`src/hmt_pkg.sv`:
```
`default_nettype none
package hmt_pkg;

   localparam int TABLE_DEPTH_DEF = 16;

   localparam int ID_W      = 8;
   localparam int PORT_W    = 16;
   localparam int BEAT_W    = 32;
   localparam int STAMP_W   = 32;
   localparam int OUTCOME_W = 3;
   localparam int TIMEOUT_W = 16;

   localparam int CSR_INDEX_W = 1;
   localparam int CSR_DATA_W  = 16;

   localparam logic [CSR_INDEX_W-1:0] CSR_REMOVE_TIMEOUT = 1'b0;
   localparam logic [CSR_INDEX_W-1:0] CSR_ID_LIMIT       = 1'b1;

   localparam logic [TIMEOUT_W-1:0] TIMEOUT_RST  = 16'd20;
   localparam logic [ID_W-1:0]      ID_LIMIT_RST = 8'd10;

   localparam logic FUNC_UPSERT = 1'b0;
   localparam logic FUNC_SWEEP  = 1'b1;

   typedef enum logic [OUTCOME_W-1:0] {
      OC_ADDED    = 3'd0,
      OC_UPDATED  = 3'd1,
      OC_REJECTED = 3'd2,
      OC_FULL     = 3'd3,
      OC_REMOVED  = 3'd4,
      OC_DONE     = 3'd5
   } outcome_type;

   typedef enum logic [1:0] {
      ST_IDLE,
      ST_CHECK,
      ST_SCAN,
      ST_FINISH
   } state_type;

   typedef struct packed {
      logic [ID_W-1:0]    id;
      logic [PORT_W-1:0]  port;
      logic [BEAT_W-1:0]  beat;
      logic [STAMP_W-1:0] stamp;
   } slot_type;

   typedef struct packed {
      logic        load;
      logic        rd_next;
      logic        track_free;
      logic        wr_update;
      logic        wr_add;
      logic        clr_valid;
      logic        emit;
      outcome_type outcome;
   } cmd_type;

   typedef struct packed {
      logic is_sweep;
      logic rejected;
      logic hit;
      logic scan_last;
      logic free_found;
      logic out_free;
   } sts_type;

endpackage
`default_nettype wire

```
`src/hmt_req_if.sv`:
```
`default_nettype none
interface hmt_req_if;
   logic                        valid;
   logic                        ready;
   logic                        func;
   logic [hmt_pkg::ID_W-1:0]    member_id;
   logic [hmt_pkg::PORT_W-1:0]  member_port;
   logic [hmt_pkg::BEAT_W-1:0]  beat_count;
   logic [hmt_pkg::STAMP_W-1:0] time_value;

   modport source (
      output valid, func, member_id, member_port, beat_count, time_value,
      input  ready
   );
   modport sink (
      input  valid, func, member_id, member_port, beat_count, time_value,
      output ready
   );
endinterface
`default_nettype wire

```
`src/hmt_rsp_if.sv`:
```
`default_nettype none
interface hmt_rsp_if;
   logic                          valid;
   logic                          ready;
   logic [hmt_pkg::OUTCOME_W-1:0] outcome;
   logic [hmt_pkg::ID_W-1:0]      out_id;
   logic [hmt_pkg::PORT_W-1:0]    out_port;
   logic [hmt_pkg::BEAT_W-1:0]    out_beat;
   logic [hmt_pkg::STAMP_W-1:0]   out_time;
   logic                          last_result;

   modport source (
      output valid, outcome, out_id, out_port, out_beat, out_time, last_result,
      input  ready
   );
   modport sink (
      input  valid, outcome, out_id, out_port, out_beat, out_time, last_result,
      output ready
   );
endinterface
`default_nettype wire

```
`src/hmt_ram.sv`:
```
`default_nettype none
module hmt_ram #(
   parameter int WIDTH = 8,
   parameter int DEPTH = 16
) (
   input  wire logic                     clock,
   input  wire logic                     wr_en,
   input  wire logic [$clog2(DEPTH)-1:0] wr_addr,
   input  wire logic [WIDTH-1:0]         wr_data,
   input  wire logic                     rd_en,
   input  wire logic [$clog2(DEPTH)-1:0] rd_addr,
   output logic      [WIDTH-1:0]         rd_data
);
   logic [WIDTH-1:0] mem_ff [DEPTH];
   logic [WIDTH-1:0] rd_data_ff;

   always_ff @(posedge clock) begin
      if (wr_en) begin
         mem_ff[wr_addr] <= wr_data;
      end
      if (rd_en) begin
         rd_data_ff <= mem_ff[rd_addr];
      end
   end

   assign rd_data = rd_data_ff;
endmodule
`default_nettype wire

```
`src/hmt_ctrl.sv`:
```
`default_nettype none
module hmt_ctrl (
   input  wire logic             clock,
   input  wire logic             reset,
   input  wire logic             req_valid,
   output logic                  req_ready,
   input  wire hmt_pkg::sts_type sts,
   output hmt_pkg::cmd_type      cmd
);
   hmt_pkg::state_type state_ff, state_in;

   always_ff @(posedge clock) begin
      if (reset) begin
         state_ff <= hmt_pkg::ST_IDLE;
      end else begin
         state_ff <= state_in;
      end
   end

   always_comb begin
      state_in  = state_ff;
      req_ready = 1'b0;
      cmd       = '0;
      cmd.outcome = hmt_pkg::OC_DONE;
      case (state_ff)
         hmt_pkg::ST_IDLE: begin
            req_ready = 1'b1;
            if (req_valid) begin
               cmd.load = 1'b1;
               state_in = hmt_pkg::ST_CHECK;
            end
         end
         hmt_pkg::ST_CHECK: begin
            if (!sts.is_sweep && sts.rejected) begin
               if (sts.out_free) begin
                  cmd.emit    = 1'b1;
                  cmd.outcome = hmt_pkg::OC_REJECTED;
                  state_in    = hmt_pkg::ST_IDLE;
               end
            end else begin
               cmd.rd_next = 1'b1;
               state_in    = hmt_pkg::ST_SCAN;
            end
         end
         hmt_pkg::ST_SCAN: begin
            cmd.track_free = !sts.is_sweep;
            if (sts.hit && !sts.is_sweep) begin
               // key match ends the scan
               if (sts.out_free) begin
                  cmd.emit      = 1'b1;
                  cmd.outcome   = hmt_pkg::OC_UPDATED;
                  cmd.wr_update = 1'b1;
                  state_in      = hmt_pkg::ST_IDLE;
               end
            end else if (!sts.hit || sts.out_free) begin
               if (sts.hit) begin
                  cmd.emit      = 1'b1;
                  cmd.outcome   = hmt_pkg::OC_REMOVED;
                  cmd.clr_valid = 1'b1;
               end
               if (sts.scan_last) begin
                  state_in = hmt_pkg::ST_FINISH;
               end else begin
                  cmd.rd_next = 1'b1;
               end
            end
         end
         hmt_pkg::ST_FINISH: begin
            if (sts.out_free) begin
               cmd.emit = 1'b1;
               state_in = hmt_pkg::ST_IDLE;
               if (sts.is_sweep) begin
                  cmd.outcome = hmt_pkg::OC_DONE;
               end else if (sts.free_found) begin
                  cmd.outcome = hmt_pkg::OC_ADDED;
                  cmd.wr_add  = 1'b1;
               end else begin
                  cmd.outcome = hmt_pkg::OC_FULL;
               end
            end
         end
         default: begin
            state_in = hmt_pkg::ST_IDLE;
         end
      endcase
   end
endmodule
`default_nettype wire

```
`src/hmt_dp.sv`:
```
`default_nettype none
module hmt_dp #(
   parameter int TABLE_DEPTH = hmt_pkg::TABLE_DEPTH_DEF
) (
   input  wire logic                               clock,
   input  wire logic                               reset,
   input  wire hmt_pkg::cmd_type                   cmd,
   output hmt_pkg::sts_type                        sts,
   input  wire logic                               req_func,
   input  wire logic [hmt_pkg::ID_W-1:0]           req_member_id,
   input  wire logic [hmt_pkg::PORT_W-1:0]         req_member_port,
   input  wire logic [hmt_pkg::BEAT_W-1:0]         req_beat_count,
   input  wire logic [hmt_pkg::STAMP_W-1:0]        req_time_value,
   input  wire logic                               csr_wr_en,
   input  wire logic [hmt_pkg::CSR_INDEX_W-1:0]    csr_index,
   input  wire logic [hmt_pkg::CSR_DATA_W-1:0]     csr_wdata,
   output logic                                    rsp_valid,
   input  wire logic                               rsp_ready,
   output logic      [hmt_pkg::OUTCOME_W-1:0]      rsp_outcome,
   output logic      [hmt_pkg::ID_W-1:0]           rsp_out_id,
   output logic      [hmt_pkg::PORT_W-1:0]         rsp_out_port,
   output logic      [hmt_pkg::BEAT_W-1:0]         rsp_out_beat,
   output logic      [hmt_pkg::STAMP_W-1:0]        rsp_out_time,
   output logic                                    rsp_last_result
);
   localparam int AW     = $clog2(TABLE_DEPTH);
   localparam int CW     = $clog2(TABLE_DEPTH + 1);
   localparam int SLOT_W = $bits(hmt_pkg::slot_type);

   // latched word
   logic                         item_func_ff;
   logic [hmt_pkg::ID_W-1:0]     item_id_ff;
   logic [hmt_pkg::PORT_W-1:0]   item_port_ff;
   logic [hmt_pkg::BEAT_W-1:0]   item_beat_ff;
   logic [hmt_pkg::STAMP_W-1:0]  item_time_ff;

   logic [hmt_pkg::TIMEOUT_W-1:0] timeout_ff;
   logic [hmt_pkg::ID_W-1:0]      id_limit_ff;

   logic [TABLE_DEPTH-1:0] valid_ff;
   logic [CW-1:0]          rd_cnt_ff;
   logic [AW-1:0]          cmp_idx_ff;
   logic                   free_found_ff;
   logic [AW-1:0]          free_idx_ff;

   logic                          rsp_valid_ff;
   logic [hmt_pkg::OUTCOME_W-1:0] rsp_outcome_ff;
   logic [hmt_pkg::ID_W-1:0]      rsp_id_ff;
   logic [hmt_pkg::PORT_W-1:0]    rsp_port_ff;
   logic [hmt_pkg::BEAT_W-1:0]    rsp_beat_ff;
   logic [hmt_pkg::STAMP_W-1:0]   rsp_time_ff;
   logic                          rsp_last_ff;

   logic [hmt_pkg::OUTCOME_W-1:0] rsp_outcome_in;
   logic [hmt_pkg::ID_W-1:0]      rsp_id_in;
   logic [hmt_pkg::PORT_W-1:0]    rsp_port_in;
   logic [hmt_pkg::BEAT_W-1:0]    rsp_beat_in;
   logic [hmt_pkg::STAMP_W-1:0]   rsp_time_in;
   logic                          rsp_last_in;

   hmt_pkg::slot_type slot_rd, slot_wr;
   logic [SLOT_W-1:0] rd_bits;
   logic              wr_en;
   logic [AW-1:0]     wr_addr;

   logic [hmt_pkg::BEAT_W-1:0]  beat_max;
   logic [hmt_pkg::STAMP_W-1:0] time_max;
   logic [hmt_pkg::STAMP_W-1:0] age;
   logic                        expired;
   logic                        key_eq;
   logic                        cur_valid;

   hmt_ram #(
      .WIDTH (SLOT_W),
      .DEPTH (TABLE_DEPTH)
   ) u_slots (
      .clock   (clock),
      .wr_en   (wr_en),
      .wr_addr (wr_addr),
      .wr_data (slot_wr),
      .rd_en   (cmd.rd_next),
      .rd_addr (rd_cnt_ff[AW-1:0]),
      .rd_data (rd_bits)
   );

   assign slot_rd   = hmt_pkg::slot_type'(rd_bits);
   assign cur_valid = valid_ff[cmp_idx_ff];

   assign beat_max = (item_beat_ff > slot_rd.beat)  ? item_beat_ff : slot_rd.beat;
   assign time_max = (item_time_ff > slot_rd.stamp) ? item_time_ff : slot_rd.stamp;

   // negative age means a future stamp, never expires
   assign age     = item_time_ff - slot_rd.stamp;
   assign expired = !age[hmt_pkg::STAMP_W-1] &&
                    (age > {{(hmt_pkg::STAMP_W-hmt_pkg::TIMEOUT_W){1'b0}}, timeout_ff});
   assign key_eq  = (slot_rd.id == item_id_ff) && (slot_rd.port == item_port_ff);

   assign wr_en   = cmd.wr_update || cmd.wr_add;
   assign wr_addr = cmd.wr_add ? free_idx_ff : cmp_idx_ff;

   always_comb begin
      slot_wr.id   = item_id_ff;
      slot_wr.port = item_port_ff;
      if (cmd.wr_add) begin
         slot_wr.beat  = item_beat_ff;
         slot_wr.stamp = item_time_ff;
      end else begin
         slot_wr.beat  = beat_max;
         slot_wr.stamp = time_max;
      end
   end

   always_comb begin
      sts.is_sweep   = (item_func_ff == hmt_pkg::FUNC_SWEEP);
      sts.rejected   = (item_id_ff == '0) || (item_id_ff > id_limit_ff);
      sts.hit        = cur_valid && (sts.is_sweep ? expired : key_eq);
      sts.scan_last  = (rd_cnt_ff == CW'(TABLE_DEPTH));
      sts.free_found = free_found_ff;
      sts.out_free   = !rsp_valid_ff || rsp_ready;
   end

   always_ff @(posedge clock) begin
      if (cmd.load) begin
         item_func_ff <= req_func;
         item_id_ff   <= req_member_id;
         item_port_ff <= req_member_port;
         item_beat_ff <= req_beat_count;
         item_time_ff <= req_time_value;
      end
   end

   always_ff @(posedge clock) begin
      if (reset) begin
         timeout_ff  <= hmt_pkg::TIMEOUT_RST;
         id_limit_ff <= hmt_pkg::ID_LIMIT_RST;
      end else if (csr_wr_en) begin
         case (csr_index)
            hmt_pkg::CSR_REMOVE_TIMEOUT: timeout_ff  <= csr_wdata;
            hmt_pkg::CSR_ID_LIMIT:       id_limit_ff <= csr_wdata[hmt_pkg::ID_W-1:0];
            default: begin
            end
         endcase
      end
   end

   always_ff @(posedge clock) begin
      if (reset) begin
         valid_ff      <= '0;
         rd_cnt_ff     <= '0;
         cmp_idx_ff    <= '0;
         free_found_ff <= 1'b0;
         free_idx_ff   <= '0;
      end else begin
         if (cmd.load) begin
            rd_cnt_ff     <= '0;
            free_found_ff <= 1'b0;
         end
         if (cmd.rd_next) begin
            cmp_idx_ff <= rd_cnt_ff[AW-1:0];
            rd_cnt_ff  <= rd_cnt_ff + 1'b1;
         end
         // lowest empty slot seen during the upsert scan
         if (cmd.track_free && !cur_valid && !free_found_ff) begin
            free_found_ff <= 1'b1;
            free_idx_ff   <= cmp_idx_ff;
         end
         if (cmd.clr_valid) begin
            valid_ff[cmp_idx_ff] <= 1'b0;
         end
         if (cmd.wr_add) begin
            valid_ff[free_idx_ff] <= 1'b1;
         end
      end
   end

   always_comb begin
      rsp_outcome_in = cmd.outcome;
      rsp_id_in      = item_id_ff;
      rsp_port_in    = item_port_ff;
      rsp_beat_in    = '0;
      rsp_time_in    = '0;
      rsp_last_in    = 1'b1;
      case (cmd.outcome)
         hmt_pkg::OC_ADDED: begin
            rsp_beat_in = item_beat_ff;
            rsp_time_in = item_time_ff;
         end
         hmt_pkg::OC_UPDATED: begin
            rsp_beat_in = beat_max;
            rsp_time_in = time_max;
         end
         hmt_pkg::OC_REJECTED, hmt_pkg::OC_FULL: begin
         end
         hmt_pkg::OC_REMOVED: begin
            rsp_id_in   = slot_rd.id;
            rsp_port_in = slot_rd.port;
            rsp_beat_in = slot_rd.beat;
            rsp_time_in = slot_rd.stamp;
            rsp_last_in = 1'b0;
         end
         default: begin
            rsp_id_in   = '0;
            rsp_port_in = '0;
         end
      endcase
   end

   always_ff @(posedge clock) begin
      if (reset) begin
         rsp_valid_ff <= 1'b0;
      end else if (cmd.emit) begin
         rsp_valid_ff <= 1'b1;
      end else if (rsp_ready) begin
         rsp_valid_ff <= 1'b0;
      end
   end

   always_ff @(posedge clock) begin
      if (cmd.emit) begin
         rsp_outcome_ff <= rsp_outcome_in;
         rsp_id_ff      <= rsp_id_in;
         rsp_port_ff    <= rsp_port_in;
         rsp_beat_ff    <= rsp_beat_in;
         rsp_time_ff    <= rsp_time_in;
         rsp_last_ff    <= rsp_last_in;
      end
   end

   assign rsp_valid       = rsp_valid_ff;
   assign rsp_outcome     = rsp_outcome_ff;
   assign rsp_out_id      = rsp_id_ff;
   assign rsp_out_port    = rsp_port_ff;
   assign rsp_out_beat    = rsp_beat_ff;
   assign rsp_out_time    = rsp_time_ff;
   assign rsp_last_result = rsp_last_ff;
endmodule
`default_nettype wire

```
`src/heartbeat_membership_table.sv`:
```
// channel   dir   word
// req       in    func, member_id, member_port, beat_count, time_value
// rsp       out   outcome, out_id, out_port, out_beat, out_time, last_result
// csr       in    csr_wr_en, csr_index, csr_wdata (write only)
//
// one word at a time: a rejected id is loaded on rsp from the check state, a key match
// at slot k ends the walk there, an add, a full table or a sweep done come after the walk
// over all slots, with one registered read per cycle unless rsp.ready holds back a result
// req.ready comes back the cycle after the last result of a word is loaded
// each result held back by rsp.ready adds its stall cycles to the walk
// reset clears the valid bits, the walk state and rsp.valid and reloads the csr defaults, no clearing pass
`default_nettype none
module heartbeat_membership_table #(
   parameter int TABLE_DEPTH = hmt_pkg::TABLE_DEPTH_DEF
) (
   input  wire logic                            clock,
   input  wire logic                            reset,
   hmt_req_if.sink                              req,
   hmt_rsp_if.source                            rsp,
   input  wire logic                            csr_wr_en,
   input  wire logic [hmt_pkg::CSR_INDEX_W-1:0] csr_index,
   input  wire logic [hmt_pkg::CSR_DATA_W-1:0]  csr_wdata
);
   hmt_pkg::cmd_type cmd;
   hmt_pkg::sts_type sts;
   logic             req_ready;

   hmt_ctrl u_ctrl (
      .clock     (clock),
      .reset     (reset),
      .req_valid (req.valid),
      .req_ready (req_ready),
      .sts       (sts),
      .cmd       (cmd)
   );

   hmt_dp #(
      .TABLE_DEPTH (TABLE_DEPTH)
   ) u_dp (
      .clock           (clock),
      .reset           (reset),
      .cmd             (cmd),
      .sts             (sts),
      .req_func        (req.func),
      .req_member_id   (req.member_id),
      .req_member_port (req.member_port),
      .req_beat_count  (req.beat_count),
      .req_time_value  (req.time_value),
      .csr_wr_en       (csr_wr_en),
      .csr_index       (csr_index),
      .csr_wdata       (csr_wdata),
      .rsp_valid       (rsp.valid),
      .rsp_ready       (rsp.ready),
      .rsp_outcome     (rsp.outcome),
      .rsp_out_id      (rsp.out_id),
      .rsp_out_port    (rsp.out_port),
      .rsp_out_beat    (rsp.out_beat),
      .rsp_out_time    (rsp.out_time),
      .rsp_last_result (rsp.last_result)
   );

   assign req.ready = req_ready;
endmodule
`default_nettype wire

```
`src/flat_wrapper.sv`:
```
// flat-port wrapper written by rule: the top's interface ports become plain ports
module heartbeat_membership_table_flat 
#(
   parameter int TABLE_DEPTH = hmt_pkg::TABLE_DEPTH_DEF
)
  (clock, reset, csr_wr_en, csr_index, csr_wdata, req_valid, req_func, req_member_id, req_member_port, req_beat_count, req_time_value, req_ready, rsp_valid, rsp_outcome, rsp_out_id, rsp_out_port, rsp_out_beat, rsp_out_time, rsp_last_result, rsp_ready);
  hmt_req_if req_i ();
  hmt_rsp_if rsp_i ();
  input  wire logic clock;
  input  wire logic reset;
  input  wire logic csr_wr_en;
  input  wire logic [hmt_pkg::CSR_INDEX_W-1:0] csr_index;
  input  wire logic [hmt_pkg::CSR_DATA_W-1:0] csr_wdata;
  input wire logic [$bits(req_i.valid)-1:0] req_valid;
  input wire logic [$bits(req_i.func)-1:0] req_func;
  input wire logic [$bits(req_i.member_id)-1:0] req_member_id;
  input wire logic [$bits(req_i.member_port)-1:0] req_member_port;
  input wire logic [$bits(req_i.beat_count)-1:0] req_beat_count;
  input wire logic [$bits(req_i.time_value)-1:0] req_time_value;
  output wire logic [$bits(req_i.ready)-1:0] req_ready;
  output wire logic [$bits(rsp_i.valid)-1:0] rsp_valid;
  output wire logic [$bits(rsp_i.outcome)-1:0] rsp_outcome;
  output wire logic [$bits(rsp_i.out_id)-1:0] rsp_out_id;
  output wire logic [$bits(rsp_i.out_port)-1:0] rsp_out_port;
  output wire logic [$bits(rsp_i.out_beat)-1:0] rsp_out_beat;
  output wire logic [$bits(rsp_i.out_time)-1:0] rsp_out_time;
  output wire logic [$bits(rsp_i.last_result)-1:0] rsp_last_result;
  input wire logic [$bits(rsp_i.ready)-1:0] rsp_ready;
  assign req_i.valid = req_valid;
  assign req_i.func = req_func;
  assign req_i.member_id = req_member_id;
  assign req_i.member_port = req_member_port;
  assign req_i.beat_count = req_beat_count;
  assign req_i.time_value = req_time_value;
  assign req_ready = req_i.ready;
  assign rsp_valid = rsp_i.valid;
  assign rsp_outcome = rsp_i.outcome;
  assign rsp_out_id = rsp_i.out_id;
  assign rsp_out_port = rsp_i.out_port;
  assign rsp_out_beat = rsp_i.out_beat;
  assign rsp_out_time = rsp_i.out_time;
  assign rsp_last_result = rsp_i.last_result;
  assign rsp_i.ready = rsp_ready;
  heartbeat_membership_table #(.TABLE_DEPTH(TABLE_DEPTH)) u_core (.clock(clock), .reset(reset), .req(req_i), .rsp(rsp_i), .csr_wr_en(csr_wr_en), .csr_index(csr_index), .csr_wdata(csr_wdata));
endmodule
```
`config.mk`:
```
export PLATFORM = sky130hd
export DESIGN_NAME = heartbeat_membership_table_flat
export DESIGN_NICKNAME = d
export VERILOG_FILES = /design/src/hmt_pkg.sv /design/src/hmt_req_if.sv /design/src/hmt_rsp_if.sv /design/src/hmt_ram.sv /design/src/hmt_ctrl.sv /design/src/hmt_dp.sv /design/src/heartbeat_membership_table.sv /design/src/flat_wrapper.sv
export SDC_FILE = /design/constraint.sdc
export NUM_CORES = 2
export LEC_CHECK = 0
export ABC_AREA = 0
export BUFFER_PORTS_ARGS = -buffer_cell sky130_fd_sc_hd__buf_2
export CAP_MARGIN = 20
export CORE_MARGIN = 4
export CORE_UTILIZATION = 30
export DETAILED_ROUTE_END_ITERATION = 10
export MAX_ROUTING_LAYER = met4
export PLACE_DENSITY = 0.56
export SLEW_MARGIN = 30
export SYNTH_ARGS = -nofsm -noshare
export SYNTH_HDL_FRONTEND = slang
export SYNTH_SLANG_ARGS = --single-unit
```
`constraint.sdc`:
```
create_clock -name clock -period 19.9 [get_ports clock]
set_clock_uncertainty 0.1 [all_clocks]
set_input_delay 2.985 -clock clock [delete_from_list [all_inputs] [get_ports clock]]
set_output_delay 2.985 -clock clock [all_outputs]
set_load 0.01 [all_outputs]
```
# Word-level counts from Yosys, hierarchy flattened
# Memory sizes are Yosys's and may differ from the RTL's. A register that Yosys moved wholly into a read port is not among the register bits.
# Index checks and enable logic that the tools add are counted.
# W data, S select, Z words.
# word_totals
ram_bits,1408
ff_bits,238
out_inout_bits,94
latchBits,0
in_bits,111
n_memories,1
mem_bits_ro,0
word_cells,138
# mem_list
name,depth,width,read_ports,rd_ports_with_merged_regs,wr,line,source
u_core.u_dp.u_slots.mem_ff,16,88,1,1,1,hmt_ram.sv:14,logic [WIDTH-1:0] mem_ff [DEPTH];
# classes
bitwise_logic,4
order_cmp,8
shifts,0
div_mod_pow,0
n_mux,61
n_reduce_logical,29
n_addsub,2
multipliers,0
n_eq_ne,13
# ops
cell,count
$pmux W32 S3,2
$gt A32 B32 Y1,2
$mux W32,2
$mux W64,1
$mux W16,3
$gt A32 B16 Y1,1
$pmux W16 S2,1
$sub A32 B32 Y32,1
$mux W1,26
$mux W4,6
$mux W5,4
$and A16 B16 Y16,1
$eq A16 B16 Y1,1
$mux W2,8
$not A16 Y16,1
$or A16 B16 Y16,1
$pmux W8 S2,1
$pmux W4 S3,1
$lt A4 B5 Y1 const B,2
$logic_and A1 B1 Y1,9
$demux W1 S4,2
$eq A8 B8 Y1,1
$ge A4 B1 Y1 const B,2
$gt A8 B8 Y1,1
other kinds (24),37

# Logic depth before layout (Yosys ltp)
# depth
word_depth,14
depth_mapped,24
mapped_depth_nobuf,22

# Cells and area by module
# A second synthesis with hierarchy kept.
# unflattened
cells_unflattened,3672
area_unflattened_um2,69615.5
# by_module_without_submodules
module,area_per_inst_um2,cells_each,seq_area_each_um2,instances
hmt_ram,55239.2,2256,44923.1,1
hmt_dp,14002.2,1363,6536.3,1
hmt_ctrl,374.1,53,40.0,1

# Worst setup path after synthesis
# No wires, ideal clock.
# synth_timing
path_kind,input-to-reg
from,input port rsp_ready
to,memory u_core.u_dp.u_slots.mem_ff[0][0] (netlist bit) (enable)
required_time_ps,19264
arrival_ps,7929
path_buffers,1
slack_ps,11335
setup_ps,536
cell_stages,7
path_cell_list,nor2b_1 > nor2_1 > and3_1 > clkbuf_1 > nor3_1 > a21boi_0 > nor2_1
# synth_via
elab_chain_cells,7
elab_cells_between_ends,10
classes_between,8 x mux; 2 x reduce/logical
# synth_rtl
element,line,source
"start, declared",flat_wrapper.sv:28,input wire logic [$bits(rsp_i.ready)-1:0] rsp_ready;
$logic_or A1 B1 Y1 *,hmt_dp.sv:119,sts.out_free = !rsp_valid_ff || rsp_ready;
$mux W1,hmt_ctrl.sv:49,if (sts.out_free) begin
$mux W1,hmt_ctrl.sv:47,if (sts.hit && !sts.is_sweep) begin
$mux W2,hmt_ctrl.sv:25,case (state_ff)
$logic_or A1 B1 Y1,hmt_dp.sv:98,assign wr_en = cmd.wr_update || cmd.wr_add;
$mux W1,hmt_ram.sv:18,if (wr_en) begin
$mux W1 (implied by the code),hmt_ram.sv:19,mem_ff[wr_addr] <= wr_data;
"end, declared",hmt_ram.sv:14,
# Mark *: on every way between the ends. The rest lies on a longest branch, timed or not.

# Final worst setup path
# layout_timing
from,"register u_core.u_dp.u_slots.rd_data_ff[0], in the netlist u_core.u_dp.u_slots.rd_data[0], read port of u_core.u_dp.u_slots.mem_ff"
to,memory u_core.u_dp.u_slots.mem_ff[1][35] (netlist bit) (enable)
# layout_via
elab_chain_cells,11
elab_cells_between_ends,12
classes_between,1 x add/sub; 1 x order compare; 5 x mux; 5 x reduce/logical
# layout_rtl
element,line,source
"start, declared",hmt_ram.sv:15,logic [WIDTH-1:0] rd_data_ff;
$sub A32 B32 Y32 *,hmt_dp.sv:93,assign age = item_time_ff - slot_rd.stamp;
$gt A32 B16 Y1 or $logic_not A1 Y1 (tied branches),"hmt_dp.sv:95, hmt_dp.sv:94",
$logic_and A1 B1 Y1 *,hmt_dp.sv:94,assign expired = !age[hmt_pkg::STAMP_W-1] &&
$mux W1 *,hmt_dp.sv:116,sts.hit = cur_valid && (sts.is_sweep ? expired : key_eq);
$logic_and A1 B1 Y1 *,hmt_dp.sv:116,
$logic_and A1 B1 Y1 *,hmt_ctrl.sv:47,
$mux W1 *,hmt_ctrl.sv:47,
$mux W2 *,hmt_ctrl.sv:25,
$logic_or A1 B1 Y1 *,hmt_dp.sv:98,
$mux W1 *,hmt_ram.sv:18,
$mux W1 (implied by the code) *,hmt_ram.sv:19,
# Marked as above.

==> run_summary.xml <==
<?xml version="1.0" encoding="UTF-8"?>
<metrics>
  <group name="timing">
    <metric name="rsz0062_at_grt" unit="">false</metric>
    <metric name="fin_setup_tns" unit="ps">0</metric>
    <metric name="finalSetupViolations" unit="">0</metric>
    <metric name="finalWorstPathRequiredPeriod" unit="ps">7140</metric>
    <metric name="final.period_utilization" unit="%">35.9</metric>
    <metric name="timing.fmax" unit="GHz">0.140</metric>
    <metric name="timing_worst_slew_pin_value" unit="ps">983</metric>
    <metric name="slew_headroom" unit="%">34.2</metric>
    <metric name="timing.final.hold_violations" unit="">0</metric>
    <metric name="timing_max_transition_violations_final" unit="">0</metric>
  </group>
  <group name="synth">
    <metric name="synth_seq_area_share" unit="%">74.3</metric>
    <metric name="synth_enable_flop_cells" unit="">1677</metric>
    <metric name="post_synth_num_cell_types" unit="">75</metric>
    <metric name="ys_async_sr_fraction" unit="%">0</metric>
    <metric name="avgSynthCellArea" unit="µm²">20.5</metric>
    <metric name="synth_nets" unit="">3584</metric>
    <metric name="synth.top_cell.area_share" unit="%">72.7</metric>
    <metric name="post_synth_main_area_contributors" unit="">sky130_fd_sc_hd__edfxtp_1, sky130_fd_sc_hd__mux4_2, sky130_fd_sc_hd__ha_1, sky130_fd_sc_hd__dfxtp_1, sky130_fd_sc_hd__a22o_1</metric>
    <metric name="yosys_most_used_dff" unit="">sky130_fd_sc_hd__edfxtp_1</metric>
    <metric name="yosysWarnings" unit="">0</metric>
    <metric name="synthCells" unit="">3377</metric>
    <metric name="yosysTopAreaCell" unit="">sky130_fd_sc_hd__edfxtp_1</metric>
    <metric name="syn_area" unit="µm²">69300</metric>
    <metric name="yosys_register_bits" unit="">1734</metric>
  </group>
  <group name="setup_path">
    <metric name="critPathKind" unit="">flip-flop to flip-flop</metric>
    <metric name="critical_path.startpoint_type" unit="">flip-flop</metric>
    <metric name="critical_path.max_fanout" unit="">47</metric>
    <metric name="required_time_of_the_worst_setup_path" unit="ps">20220</metric>
    <metric name="worst_ep_arrival_time" unit="ps">7460</metric>
    <metric name="worstSetupEndpointType" unit="">flip-flop</metric>
  </group>
  <group name="global_routing">
    <metric name="first_global_vias" unit="">35200</metric>
    <metric name="grt_usage" unit="%">15.3</metric>
    <metric name="grt_pass1_wl" unit="µm">258000</metric>
    <metric name="grt_start_max_net_pins" unit="">146</metric>
    <metric name="grt.overflow.total" unit="">0</metric>
    <metric name="grt_antenna_before_repair" unit="">13</metric>
  </group>
  <group name="run_status">
    <metric name="status" unit="">finished, final reports clean</metric>
  </group>
  <group name="cts">
    <metric name="clock-sinks" unit="">1734</metric>
    <metric name="ctsHoldBuffers" unit="">0</metric>
    <metric name="clk_root_buffer_cell" unit="">sky130_fd_sc_hd__clkbuf_16</metric>
    <metric name="cts-buffers-inserted" unit="">182</metric>
    <metric name="worst_skew_pair.late_latency" unit="ps">800</metric>
    <metric name="cts_resized" unit="">0</metric>
    <metric name="clock_transition_at_the_registers_of_the_reported_paths" unit="ps">60</metric>
    <metric name="clock_path_buffers" unit="">3</metric>
    <metric name="tritoncts" unit="">built</metric>
    <metric name="post_cts_buffers" unit="">0</metric>
    <metric name="htree_levels" unit="">4</metric>
  </group>
  <group name="route">
    <metric name="detail-route-antenna-nets" unit="">0</metric>
    <metric name="drt-initial-drc-count" unit="">3497</metric>
    <metric name="routed_vias_inst" unit="">5.00</metric>
    <metric name="route.detailed.drc" unit="">0</metric>
    <metric name="via_count" unit="">34300</metric>
    <metric name="drt_first_pass_iters" unit="">7</metric>
    <metric name="avgRoutedWirePerCell" unit="µm">26.1</metric>
    <metric name="wl" unit="µm">179000</metric>
  </group>
  <group name="power_and_ir_drop">
    <metric name="power.density_cell_area" unit="nW/µm²">113</metric>
    <metric name="power_leakage" unit="nW">25.0</metric>
    <metric name="irDropWorstVdd" unit="µV">74.5</metric>
  </group>
  <group name="floorplan">
    <metric name="core-area" unit="µm²">230000</metric>
    <metric name="floorplan.rows" unit="">176</metric>
    <metric name="die_y_extent" unit="µm">489</metric>
    <metric name="floorplan.initialDensity" unit="%">30.1</metric>
    <metric name="fp.dieArea" unit="µm²">239000</metric>
    <metric name="die_width" unit="µm">489</metric>
    <metric name="num_io_pins" unit="">205</metric>
  </group>
  <group name="placement">
    <metric name="placement.io_buffers" unit="">204</metric>
    <metric name="finalWeightedCongestion" unit="">0.852</metric>
    <metric name="placedInstanceArea" unit="µm²">74300</metric>
    <metric name="dp_hpwl" unit="µm">110000</metric>
  </group>
  <group name="cells_and_area">
    <metric name="layout.cells.most_common" unit="">sky130_fd_sc_hd__edfxtp_1</metric>
    <metric name="drive_above_1_share" unit="%">29.2</metric>
    <metric name="stdcell_area" unit="µm²">80400</metric>
    <metric name="nets" unit="">3893</metric>
    <metric name="area_delta_synth_final" unit="%">16.1</metric>
    <metric name="layout.cells.most_common_list" unit="">sky130_fd_sc_hd__edfxtp_1, sky130_fd_sc_hd__mux4_2, sky130_fd_sc_hd__buf_2</metric>
  </group>
  <group name="run">
    <metric name="maxCapViolCount" unit="">0</metric>
  </group>
  <group name="worst_hold_path">
    <metric name="hold_path.class" unit="">flip-flop to flip-flop</metric>
  </group>
</metrics>
[synth_stat cells (10+ instances only)]
| library cell | n |
|---|---|
| sky130_fd_sc_hd__edfxtp_1 | 1677 |
| sky130_fd_sc_hd__mux4_2 | 445 |
| sky130_fd_sc_hd__inv_1 | 125 |
| sky130_fd_sc_hd__nand2_1 | 114 |
| sky130_fd_sc_hd__ha_1 | 95 |
| sky130_fd_sc_hd__clkbuf_1 | 92 |
| sky130_fd_sc_hd__a22o_1 | 89 |
| sky130_fd_sc_hd__a21oi_1 | 81 |
| sky130_fd_sc_hd__nor2_1 | 81 |
| sky130_fd_sc_hd__mux2_2 | 64 |
| sky130_fd_sc_hd__dfxtp_1 | 57 |
| sky130_fd_sc_hd__o21ai_0 | 53 |
| sky130_fd_sc_hd__buf_1 | 47 |
| sky130_fd_sc_hd__xnor2_1 | 31 |
| sky130_fd_sc_hd__nand4_1 | 26 |
| sky130_fd_sc_hd__nand3_1 | 21 |
| sky130_fd_sc_hd__buf_2 | 16 |
| sky130_fd_sc_hd__a21o_1 | 15 |
| sky130_fd_sc_hd__a31oi_1 | 15 |
| sky130_fd_sc_hd__nor4_1 | 15 |
| sky130_fd_sc_hd__o211ai_1 | 14 |
| sky130_fd_sc_hd__mux2i_1 | 13 |
| sky130_fd_sc_hd__nand2b_1 | 13 |
| sky130_fd_sc_hd__nor3_1 | 13 |
| sky130_fd_sc_hd__a211oi_1 | 12 |
| sky130_fd_sc_hd__xor2_1 | 11 |
| sky130_fd_sc_hd__o21a_1 | 10 |
[state kept, by name, indices dropped and copies added (netlist names), 3 cells and up]
signal                       cells
u_core.u_dp.item_time_ff        32
u_core.u_dp.u_slots.mem_ff    1408
u_core.u_dp.item_id_ff           8
u_core.u_dp.rsp_out_port        16
u_core.u_dp.id_limit_ff          8
u_core.u_dp.rsp_out_time        32
u_core.u_dp.free_idx_ff          4
u_core.u_dp.rsp_outcome          3
u_core.u_dp.valid_ff            16
u_core.u_dp.rsp_out_beat        32
u_core.u_dp.rsp_out_id           8
u_core.u_dp.u_slots.rd_data     88
u_core.u_dp.item_beat_ff        32
u_core.u_dp.rd_cnt_ff            5
u_core.u_dp.timeout_ff          16
u_core.u_dp.cmp_idx_ff           4
u_core.u_dp.item_port_ff        16
[path summary, 6_finish.rpt]
path              cells past startpoint                                          end  slack, ps                                     start
setup reg to reg                     21  u_core.u_dp.u_slots.mem_ff[1][35]$_DFFE_PP_      12760  u_core.u_dp.u_slots.rd_data[0]$_DFFE_PP_
hold reg to reg                       2      u_core.u_dp.id_limit_ff[2]$_SDFFE_PP0P_        350   u_core.u_dp.id_limit_ff[2]$_SDFFE_PP0P_
setup / recovery                     21  u_core.u_dp.u_slots.mem_ff[1][35]$_DFFE_PP_      12760  u_core.u_dp.u_slots.rd_data[0]$_DFFE_PP_
hold / removal                        2      u_core.u_dp.id_limit_ff[2]$_SDFFE_PP0P_        350   u_core.u_dp.id_limit_ff[2]$_SDFFE_PP0P_
[cell type report]
type | count | area (µm²)
clock inverters | 119 | 1140
fillers | 21400 | 149000
inverters | 126 | 478
well taps | 3026 | 3790
clock buffers | 214 | 4800
multi-input cells | 1358 | 16800
flip-flops and latches | 1734 | 51500
repair buffers | 284 | 1870
diodes | 6 | 15.0
[worst max-delay path, stage by stage (launching register included)]
cell	delay (ps)
sky130_fd_sc_hd__edfxtp_1	430
sky130_fd_sc_hd__ha_1	250
sky130_fd_sc_hd__fa_1	410
sky130_fd_sc_hd__nand2b_1	180
sky130_fd_sc_hd__a21oi_1	300
sky130_fd_sc_hd__o311a_1	330
sky130_fd_sc_hd__nor3_1	120
sky130_fd_sc_hd__xnor2_1	170
sky130_fd_sc_hd__ha_1	330
sky130_fd_sc_hd__nand4_1	160
sky130_fd_sc_hd__nor4_1	420
sky130_fd_sc_hd__a21boi_0	200
sky130_fd_sc_hd__or3_1	140
sky130_fd_sc_hd__a211oi_1	70
sky130_fd_sc_hd__nand4_1	180
sky130_fd_sc_hd__o311ai_1	170
sky130_fd_sc_hd__nor3_1	600
sky130_fd_sc_hd__a21boi_0	210
sky130_fd_sc_hd__buf_4	230
sky130_fd_sc_hd__nor2_4	340
sky130_fd_sc_hd__buf_4	580
sky130_fd_sc_hd__buf_4	750
[routing by layer]
metal,vias to the layer above,global-route usage (%),wire (µm)
met4,0,3.76,3840
met1,18300,22.2,84200
met3,217,2.50,10600
li1,14700,-,-
met2,1118,22.4,80700
met5,-,-,0
[power breakdown]
part	switching, W	internal [W]	leakage [nW]
combinational	0.000819	0.000451	6.52
clock	0.00143	0.00193	2.90
sequential	0.0000978	0.00433	15.6
[per-stage QoR]
step                worst slack [ps]  hold WS [ps]  utilization, %  std cells  power, W
global route                   12230           379            35.0       6864   0.00942
floorplan                      11340           336               -       3377   0.00527
finish                         12760           355            35.0       6867   0.00906
CTS                            12750           359            34.9       6856   0.00916
detailed placement             12610           352            32.3       6523   0.00578
global placement               12650           345            32.3       6518   0.00576
[kinds of logic (layout without fill, tap and decap cells)]
group / after synthesis / after routing / synth area share, %
buffers and inverters: 285 / 743 / 1.61
flip-flops: 1734 / 1734 / 74.3
XOR/XNOR: 42 / 42 / 0.531
AND/OR/NAND/NOR: 332 / 332 / 2.29
other: 0 / 6 / 0
adder cells (fa/ha/maj): 96 / 96 / 1.74
AO/OA/AOI/OAI: 364 / 364 / 3.75
multiplexers: 524 / 524 / 15.7
No activity file was read; power rests on OpenSTA's default activity.
